$ cat src/rtl/brf_pkg.sv
`default_nettype none

package brf_pkg;

  localparam int STEP_W   = 2;
  localparam int BUF_AW   = 3;
  localparam int CNT_W    = BUF_AW + 1;
  localparam int DIGIT_W  = 4;
  localparam int CHAR_W   = 7;
  localparam int MAG_W    = 8;
  localparam int OP_W     = 3;

  localparam logic [CNT_W-1:0] BUF_DEPTH = CNT_W'(1 << BUF_AW);

  localparam logic [CHAR_W-1:0] CHAR_PLUS  = 7'h2B;
  localparam logic [CHAR_W-1:0] CHAR_MINUS = 7'h2D;
  localparam logic [CHAR_W-1:0] CHAR_ZERO  = 7'h30;
  localparam logic [CHAR_W-1:0] CHAR_ALPHA = 7'h37;

  localparam logic [3:0] DEC_RADIX = 4'd10;

  typedef enum logic [OP_W-1:0] {
    OP_OCT  = 3'd0,
    OP_HEX  = 3'd1,
    OP_UDEC = 3'd2,
    OP_SDEC = 3'd3,
    OP_SMAG = 3'd4,
    OP_BIN  = 3'd5
  } op_t;

  typedef enum logic [1:0] {
    RADIX_BIN = 2'd0,
    RADIX_OCT = 2'd1,
    RADIX_DEC = 2'd2,
    RADIX_HEX = 2'd3
  } radix_t;

  typedef enum logic [1:0] {
    COND_NEVER    = 2'd0,
    COND_BAD_OP   = 2'd1,
    COND_DIV_MORE = 2'd2,
    COND_CHARS    = 2'd3
  } cond_t;

  typedef struct packed {
    logic              accept;
    logic              divide;
    logic              emit_sign;
    logic              emit_digit;
    cond_t             cond;
    logic [STEP_W-1:0] target;
  } ctrl_word_t;

  typedef enum logic [STEP_W-1:0] {
    STEP_WAIT = 2'd0,
    STEP_DIV  = 2'd1,
    STEP_SIGN = 2'd2,
    STEP_EMIT = 2'd3
  } step_t;

  // program: the step after the last wraps back to the wait step
  function automatic ctrl_word_t ucode_rom(input logic [STEP_W-1:0] step);
    ctrl_word_t cw;
    cw = '{accept: 1'b0, divide: 1'b0, emit_sign: 1'b0, emit_digit: 1'b0,
           cond: COND_NEVER, target: STEP_WAIT};
    unique case (step)
      STEP_WAIT: begin
        cw.accept = 1'b1;
        cw.cond   = COND_BAD_OP;
        cw.target = STEP_WAIT;
      end
      STEP_DIV: begin
        cw.divide = 1'b1;
        cw.cond   = COND_DIV_MORE;
        cw.target = STEP_DIV;
      end
      STEP_SIGN: begin
        cw.emit_sign = 1'b1;
      end
      STEP_EMIT: begin
        cw.emit_digit = 1'b1;
        cw.cond       = COND_CHARS;
        cw.target     = STEP_EMIT;
      end
      default: ;
    endcase
    return cw;
  endfunction

  function automatic logic [CHAR_W-1:0] digit_char(input logic [DIGIT_W-1:0] d);
    logic [CHAR_W-1:0] c;
    if (d < DIGIT_W'(DEC_RADIX)) begin
      c = CHAR_ZERO + CHAR_W'(d);
    end else begin
      c = CHAR_ALPHA + CHAR_W'(d);
    end
    return c;
  endfunction

endpackage

`default_nettype wire

$ cat src/rtl/brf_digit_unit.sv
`default_nettype none

module brf_digit_unit (
  input  wire logic [7:0]      mag,
  input  wire brf_pkg::radix_t radix,
  output logic [7:0]           quot,
  output logic [3:0]           rem
);
  import brf_pkg::*;

  logic [15:0] prod;
  logic [4:0]  q10;
  logic [7:0]  r10;

  // divide by ten through the reciprocal 205/2048, exact over a byte
  assign prod = {8'd0, mag} * 16'd205;
  assign q10  = prod[15:11];
  assign r10  = mag - {q10, 3'b000} - {2'b00, q10, 1'b0};

  always_comb begin
    unique case (radix)
      RADIX_BIN: begin
        quot = {1'b0, mag[7:1]};
        rem  = {3'b000, mag[0]};
      end
      RADIX_OCT: begin
        quot = {3'b000, mag[7:3]};
        rem  = {1'b0, mag[2:0]};
      end
      RADIX_DEC: begin
        quot = {3'b000, q10};
        rem  = r10[3:0];
      end
      RADIX_HEX: begin
        quot = {4'b0000, mag[7:4]};
        rem  = mag[3:0];
      end
      default: begin
        quot = 8'd0;
        rem  = 4'd0;
      end
    endcase
  end

endmodule

`default_nettype wire

$ cat src/rtl/byte_to_radix_ascii_formatter.sv
// Byte to ASCII text formatter.
// Slave channel: one request per byte; s_tdata holds the value, s_tuser the
// format (octal, hex, unsigned decimal, two's complement decimal,
// sign-magnitude decimal, binary). Formats 6 and 7 are taken and dropped.
// Master channel: one ASCII character per beat in m_tdata, most significant
// digit first, m_tlast on the final character of each request.
// A small microcode program (wait, divide, sign, emit) runs the datapath.
// The divide step takes one digit per cycle from a shared digit unit and
// stores it; the emit step then sends one character per cycle from the
// digit store while the receiver takes each one. A request holds d digits
// (d is 1 to 8) and passes the wait, divide, sign and emit steps in order;
// the sign step is passed whether or not a sign is written.
// The output register holds the last character while the next request is
// accepted. A stalled receiver holds m_tdata and m_tlast and, in the sign
// and emit steps, freezes the program until the character is taken. Reset
// empties the output register and returns the program to the wait step.
`default_nettype none

module byte_to_radix_ascii_formatter (
  input  wire logic       clk,
  input  wire logic       rst,
  input  wire logic       s_tvalid,
  output logic            s_tready,
  input  wire logic [7:0] s_tdata,   // [7:0] value
  input  wire logic [2:0] s_tuser,   // [2:0] op
  output logic            m_tvalid,
  input  wire logic       m_tready,
  output logic [7:0]      m_tdata,   // [6:0] text_char, [7] zero
  output logic            m_tlast
);
  import brf_pkg::*;

  logic [STEP_W-1:0]  step;
  logic [STEP_W-1:0]  step_next;
  ctrl_word_t         cw;

  logic [MAG_W-1:0]   mag;
  radix_t             radix;
  logic               sign_pend;
  logic [CHAR_W-1:0]  sign_char;
  logic               pad8;
  logic [CNT_W-1:0]   cnt;
  logic [DIGIT_W-1:0] digit_buf [1 << BUF_AW];

  logic [CHAR_W-1:0]  out_char;
  logic               out_last;

  logic [MAG_W-1:0]   quot;
  logic [DIGIT_W-1:0] rem;
  logic [CNT_W-1:0]   cnt_inc;
  logic [CNT_W-1:0]   cnt_dec;
  logic               slot_free;
  logic               done;
  logic               cond_hit;
  logic               load_sign;
  logic               load_digit;
  logic               op_bad;
  logic [MAG_W-1:0]   mag_load;
  radix_t             radix_load;

  assign cw        = ucode_rom(step);
  assign s_tready  = cw.accept;
  assign slot_free = !m_tvalid || m_tready;
  assign cnt_inc   = cnt + CNT_W'(1);
  assign cnt_dec   = cnt - CNT_W'(1);
  assign op_bad    = s_tuser > OP_BIN;

  assign load_sign  = cw.emit_sign && sign_pend && slot_free;
  assign load_digit = cw.emit_digit && slot_free;

  brf_digit_unit u_digit (
    .mag   (mag),
    .radix (radix),
    .quot  (quot),
    .rem   (rem)
  );

  always_comb begin
    unique case (s_tuser)
      OP_OCT:  radix_load = RADIX_OCT;
      OP_HEX:  radix_load = RADIX_HEX;
      OP_BIN:  radix_load = RADIX_BIN;
      default: radix_load = RADIX_DEC;
    endcase
    priority if (s_tuser == OP_SDEC && s_tdata[7]) begin
      mag_load = ~s_tdata + 8'd1;
    end else if (s_tuser == OP_SMAG) begin
      mag_load = {1'b0, s_tdata[6:0]};
    end else begin
      mag_load = s_tdata;
    end
  end

  always_comb begin
    priority if (cw.accept) begin
      done = s_tvalid;
    end else if (cw.emit_sign) begin
      done = !sign_pend || slot_free;
    end else if (cw.emit_digit) begin
      done = slot_free;
    end else begin
      done = 1'b1;
    end
    unique case (cw.cond)
      COND_NEVER:    cond_hit = 1'b0;
      COND_BAD_OP:   cond_hit = op_bad;
      COND_DIV_MORE: cond_hit = (quot != '0 || pad8) && cnt_inc < BUF_DEPTH;
      COND_CHARS:    cond_hit = cnt != CNT_W'(1);
      default:       cond_hit = 1'b0;
    endcase
    step_next = step;
    if (done) begin
      step_next = cond_hit ? cw.target : step + STEP_W'(1);
    end
  end

  always_ff @(posedge clk) begin
    if (rst) begin
      step     <= STEP_WAIT;
      m_tvalid <= 1'b0;
    end else begin
      step <= step_next;
      if (load_sign || load_digit) begin
        m_tvalid <= 1'b1;
      end else if (m_tready) begin
        m_tvalid <= 1'b0;
      end
    end
  end

  always_ff @(posedge clk) begin
    if (cw.accept && s_tvalid) begin
      mag       <= mag_load;
      radix     <= radix_load;
      sign_pend <= s_tuser == OP_SMAG || (s_tuser == OP_SDEC && s_tdata[7]);
      sign_char <= s_tdata[7] ? CHAR_MINUS : CHAR_PLUS;
      pad8      <= s_tuser == OP_BIN && s_tdata != 8'd0;
      cnt       <= '0;
    end
    if (cw.divide) begin
      digit_buf[cnt[BUF_AW-1:0]] <= rem;
      mag                        <= quot;
      cnt                        <= cnt_inc;
    end
    if (load_sign) begin
      out_char <= sign_char;
      out_last <= 1'b0;
    end
    if (load_digit) begin
      out_char <= digit_char(digit_buf[cnt_dec[BUF_AW-1:0]]);
      out_last <= cnt == CNT_W'(1);
      cnt      <= cnt_dec;
    end
  end

  assign m_tdata = {1'b0, out_char};
  assign m_tlast = out_last;

endmodule

`default_nettype wire

$ cat config.mk
export PLATFORM = sky130hd
export DESIGN_NAME = byte_to_radix_ascii_formatter
export DESIGN_NICKNAME = d
export VERILOG_FILES = /design/src/rtl/brf_pkg.sv /design/src/rtl/brf_digit_unit.sv /design/src/rtl/byte_to_radix_ascii_formatter.sv
export SDC_FILE = /design/constraint.sdc
export NUM_CORES = 1
export LEC_CHECK = 0
export BUFFER_PORTS_ARGS = -buffer_cell sky130_fd_sc_hd__buf_2
export CAP_MARGIN = 10
export CORE_ASPECT_RATIO = 1.5
export CORE_MARGIN = 2
export CORE_UTILIZATION = 59
export DETAILED_ROUTE_END_ITERATION = 6
export PLACE_DENSITY = 0.78
export SYNTH_ARGS = -nofsm -noshare
export SYNTH_HDL_FRONTEND = slang
export SYNTH_SLANG_ARGS = --single-unit
export TNS_END_PERCENT = 20
$ cat constraint.sdc
create_clock -name clk -period 5.5 [get_ports clk]
set_input_delay 1.1 -clock clk [delete_from_list [all_inputs] [get_ports clk]]
set_output_delay 1.1 -clock clk [all_outputs]
set_load 0.02 [all_outputs]
Word-level counts from Yosys, hierarchy flattened
Memories as Yosys holds them, arrays and structs flattened.
Cells that the tools add are included.
Widths: inputs -> output; s select.

cells by class
  multiply operators = 1
  bitwise logic cells = 1
  reduce and logical (&&, ||, !) cells = 24
  $add $sub $neg = 8
  order comparisons = 3
  muxes and demuxes = 30
  eq/ne operators = 15

operator list
  kind                  count
  $mux 8                4
  $pmux 8 s4            1
  $mux 7                3
  $mul 8x8->16 const B  1
  $pmux 4 s4            1
  $reduce_bool 8->1     2
  $add 6x4->7 const A   2
  $mux 1                13
  $eq 2x2->1 const B    6
  $mux 4                3
  $pmux 4 s3            1
  $add 8x1->8 const B   1
  $lt 4x4->1 const B    2
  $not 8->8             1
  $sub 4x4->4           2
  $logic_and 1x1->1     7
  $eq 2x1->1 const B    3
  $eq 3x3->1 const B    2
  $logic_not 2->1       3
  $pmux 2 s3            1
  $reduce_bool 2->1     3
  $logic_or 1x1->1      5
  $add 4x1->4 const B   1
  $eq 4x1->1 const B    1
  12 further kinds      13

storage, ports and cells
  bits of input ports = 15
  logic and storage cells = 93
  memories = 1
  register bits = 34
  output and inout port bits = 11
  RAM bits = 32

memories
  memory     depth  width  rd ports  clocked after Yosys merged registers in  write ports  line                                 RTL
  digit_buf  8      4      1         0                                        1            byte_to_radix_ascii_formatter.sv:43  logic [DIGIT_W-1:0] digit_buf [1 << BUF_AW];

Longest topological paths before layout
  depth after elaboration = 7
  gate-level depth with buffers = 20
  depth with buffers taken out = 20

Hierarchy
From an unflattened synthesis, not the netlist that was laid out.

second synthesis, totals
  cell total of the unflattened synthesis = 390
  area total of the unflattened synthesis = 4463.0 um^2

modules (own cells, without submodules)
  module                         seq. area each (um^2)  area each (um^2)  times used  cells each
  byte_to_radix_ascii_formatter  1801.7                 3014.1            1           234
  brf_digit_unit                 0.0                    1448.9            1           156

Worst setup path after synthesis
Ideal clock, no wire load.

  kind = register -> register
  start = register mag[1]
  end = memory digit_buf[0][3] (data pin)
  required time = 5.229 ns
  stages on the path, launching flop included = 20
  data arrival time = 4.843 ns
  library setup time = 0.271 ns
  buffers on the path = 0
  path slack = 0.385 ns
  period minus slack after synthesis = 5.115 ns
  cell sequence = edfxtp_1 ha_1 xor2_1 ha_1 fa_1 inv_1 fa_1 inv_1 ha_1 and2_4 a221o_1 a21oi_1 nand2_1 xor2_1 ha_1 a21oi_1 xnor2_1 xnor2_1 or3_1 a21boi_0

between the ends
  longest elaborated chain between the ends = 4

ends and longest elaborated chain
  element                   line                                  RTL
  start: declaration        byte_to_radix_ascii_formatter.sv:37   logic [MAG_W-1:0] mag;
  start signal: assignment  byte_to_radix_ascii_formatter.sv:133  mag <= mag_load;
  start signal: assignment  byte_to_radix_ascii_formatter.sv:142  mag <= quot;
  $mul 8x8->16              brf_digit_unit.sv:16                  assign prod = {8'd0, mag} * 16'd205;
  $sub 4x4->4               brf_digit_unit.sv:18                  assign r10 = mag - {q10, 3'b000} - {2'b00, q10, 1'b0};
  $sub 4x4->4 *             brf_digit_unit.sv:18
  $pmux 4 s4 *              brf_digit_unit.sv:21                  unique case (radix)
  net rem[3]                byte_to_radix_ascii_formatter.sv:49   logic [DIGIT_W-1:0] rem;
  end: declaration          byte_to_radix_ascii_formatter.sv:43

Mark *: on every way through the listed nets, which the timed path passes. The rest lies on a longest branch.

Worst setup path after layout
  start = register mag[2]
  end = memory digit_buf[1][3] (data pin)

Same word-level chain as after synthesis.

==> impl_results.md <==
* Cell with the most instances after synthesis: ha_1
* R2R cell count at 20
* Slew HR at 41.9%
* Total area of sequential cells at 1800 sq um
* Hold WC Path Type: reg2reg
* Mapped cell area at 4400 sq um
* Die area at 8180 sq um
* Main area contributors after synthesis: edfxtp_1, ha_1, fa_1
* Dpl cell area at 4620 sq um
* Crit path max fanout at 8
* Clk sinks at 61
* DP Cell Count at 504
* Total track usage at 22.9%
* Vias/cell at 5.81
* Initial DRC Count at 153
* Vert. Die Dim at 110 um
* Total CTS buffers at 9
* Hold-fix buffers, CTS at 0
* Synth Flop Type: edfxtp_1
* Drt pass-1 iters at 4
* CTS Root Cell: clkbuf_8
* Residual DRC at 0
* Reg clk slew, reported paths at 70 ps
* Fin Setup TNS at 0 ps
* Distinct cell type count after synthesis at 59
* Hpwl dp at 6.55 mm
* Ant. Diodes at 0
* Grt ovf at 0
* Post-synth top cells: ha_1, edfxtp_1, nor2_1, inv_1
* Initial Util at 60.9%
* Crit path depth at 20
* Share of the synthesized area in the top cell type at 39.6%
* Final hold violations at 0
* Final GP Congestion at 0.859
* Most frequent cell on the critical path: ha_1
* Routed wire length at 8.52 mm
* Area Growth Syn to Fin at 10.1%
* Total number of vias at 3039
* Sequential area share after synthesis at 41.0%
* CTS tree: yes
* Max cap viols at 0
* Avg Inst Size Synth at 11.4 sq um
* ANT nets after route at 0
* IO Port Bufs at 24
* Row Count at 38
* Largest net degree at the start of global routing at 26
* Mapped Cells at 386
* Clk_skew at 15.2 ps
* Worst setup EP type: flip-flop
* Layout cells sized above 1 at 17.0%
* Yosys Warn Count at 0
* Worst-margin pin slew at 863 ps
* Crit-path cells: ha_1, xor2_1, ha_1, fa_1, inv_1, fa_1, inv_1, ha_1, and2_4, a221o_1, a21oi_1, nand2_1, xor2_2, ha_1, a21oi_1, xnor2_1, xnor2_1, or3_1, a21boi_0, buf_4
* Slowest-stage cell, CP: fa_1
* Fillers at 569
* Vias in the first global route at 2941
* Slowest stage delay, CP at 500 ps
* Crit path buffers/inverters at 3
* Multi-input gate area at 2450 sq um
* Worst-Skew Late Latency at 350 ps
* Initial antenna violation count at 0
* Nets at 503
* Worst Setup Start Kind: flip-flop
* Synthesis-stage register bit count at 61
* FMAX at 0.193 GHz
* Final Max Slew Viols at 0
* RSZ-0062 raised after global routing: no
* Global-route wire length before repair at 14.0 mm
* Syn Nets at 471
* DR WL/cell at 16.3 um
* Number of synthesized flops with an enable pin at 58
* Die width at 74.5 um
* Cell taking the most area after synthesis: edfxtp_1
* Crit path required time at 5700 ps
* CTS H-Tree Depth at 3
* Final setup vio count at 0
* Hold depth at 2
* Critical path type: reg2reg
* CP delay by family, top: adder cells
* Ports at 26
* Clock Path Buffers at 2
* Async set-reset flop share out of synthesis at 0%
* Worst Path Arrival at 5380 ps
* Core area at 7230 sq um
* Fin cells at 523
* Tmin final at 5180 ps
* Crit share post-route at 94.1%
* Final core utilization at 67.0%
* Design area at 4840 sq um
* Status: completed
final cells by class:
class                           instances  share of cell area (%)
Multi-Input combinational cell        288                    50.5
Sequential cell                        61                    37.2
Timing Repair Buffer                   32                    3.72
Clock buffer                           10                    2.63
Tap cell                              100                    2.58
Inverter                               26                    2.01
Clock inverter                          6                    1.32
tightest hold or removal path: cells and delay by family (launching register included):
family,cells,cell delay [ps]
flops,1,330
simple gates,1,50
compound gates,1,60
path summary, 6_finish.rpt:
kind / start / endpoint / slack (ps)
setup / recovery: mag[2] / digit_buf[1][3] / 320
hold / removal: sign_char[1] / out_char[1] / 540
setup reg to reg: mag[2] / digit_buf[1][3] / 320
hold reg to reg: sign_char[1] / out_char[1] / 540
cells by family after synthesis:
logic type / count (synthesis) / share of synthesized area (%)
and+or+nand+nor: 106 / 12.4
adders and majority gates: 70 / 21.5
AOI/OAI and AO/OA: 70 / 10.4
DFF: 61 / 41.0
buffers and inverters: 37 / 3.64
xor gates and xnor gates: 21 / 4.18
muxes: 20 / 6.88
other: 1 / 0.0853
per-stage QoR:
step	hold WS, ps	setup WS, ps
floorplan	496	385
global placement	506	363
detailed placement	519	201
CTS	539	176
global route	587	25.0
finish	539	324
layer usage:
metal | up-vias | routed length, um | global-route usage (%)
li1 | 1500 | - | -
met1 | 1464 | 3410 | 27.8
met2 | 61 | 4660 | 39.9
met3 | 14 | 297 | 3.94
met4 | 0 | 155 | 8.42
met5 | - | 0 | 0
state kept, by name, indices dropped and copies added (netlist names), 2 cells and up:
| name | count |
|---|---|
| out_char | 7 |
| radix | 2 |
| digit_buf | 32 |
| mag | 8 |
| sign_char | 2 |
| step | 2 |
| cnt | 4 |
repair_timing:
action	4_1_cts	5_1_grt
setup buffers	0	3
resized for setup	0	2
endpoints found under the setup margin	0	8
layout by cell type (no fill, tap or decap), types with 4 or more instances in the layout:
cell	Yosys	layout
ha_1	61	61
edfxtp_1	58	58
nor2_1	28	28
inv_1	26	26
buf_2	0	24
a21oi_1	22	22
nand2_1	22	22
o21ai_0	17	17
nor3_1	11	11
xor2_1	11	10
mux2i_1	10	10
xnor2_1	10	10
fa_1	9	9
clkbuf_8	1	9
mux4_2	8	8
nand3_1	8	8
buf_4	1	8
and3_1	7	7
nand2b_1	5	5
a31oi_1	5	5
a21o_1	4	4
Power is not shown: default switching activity piles up to over one toggle a cycle in this logic, so the estimate is an artifact.
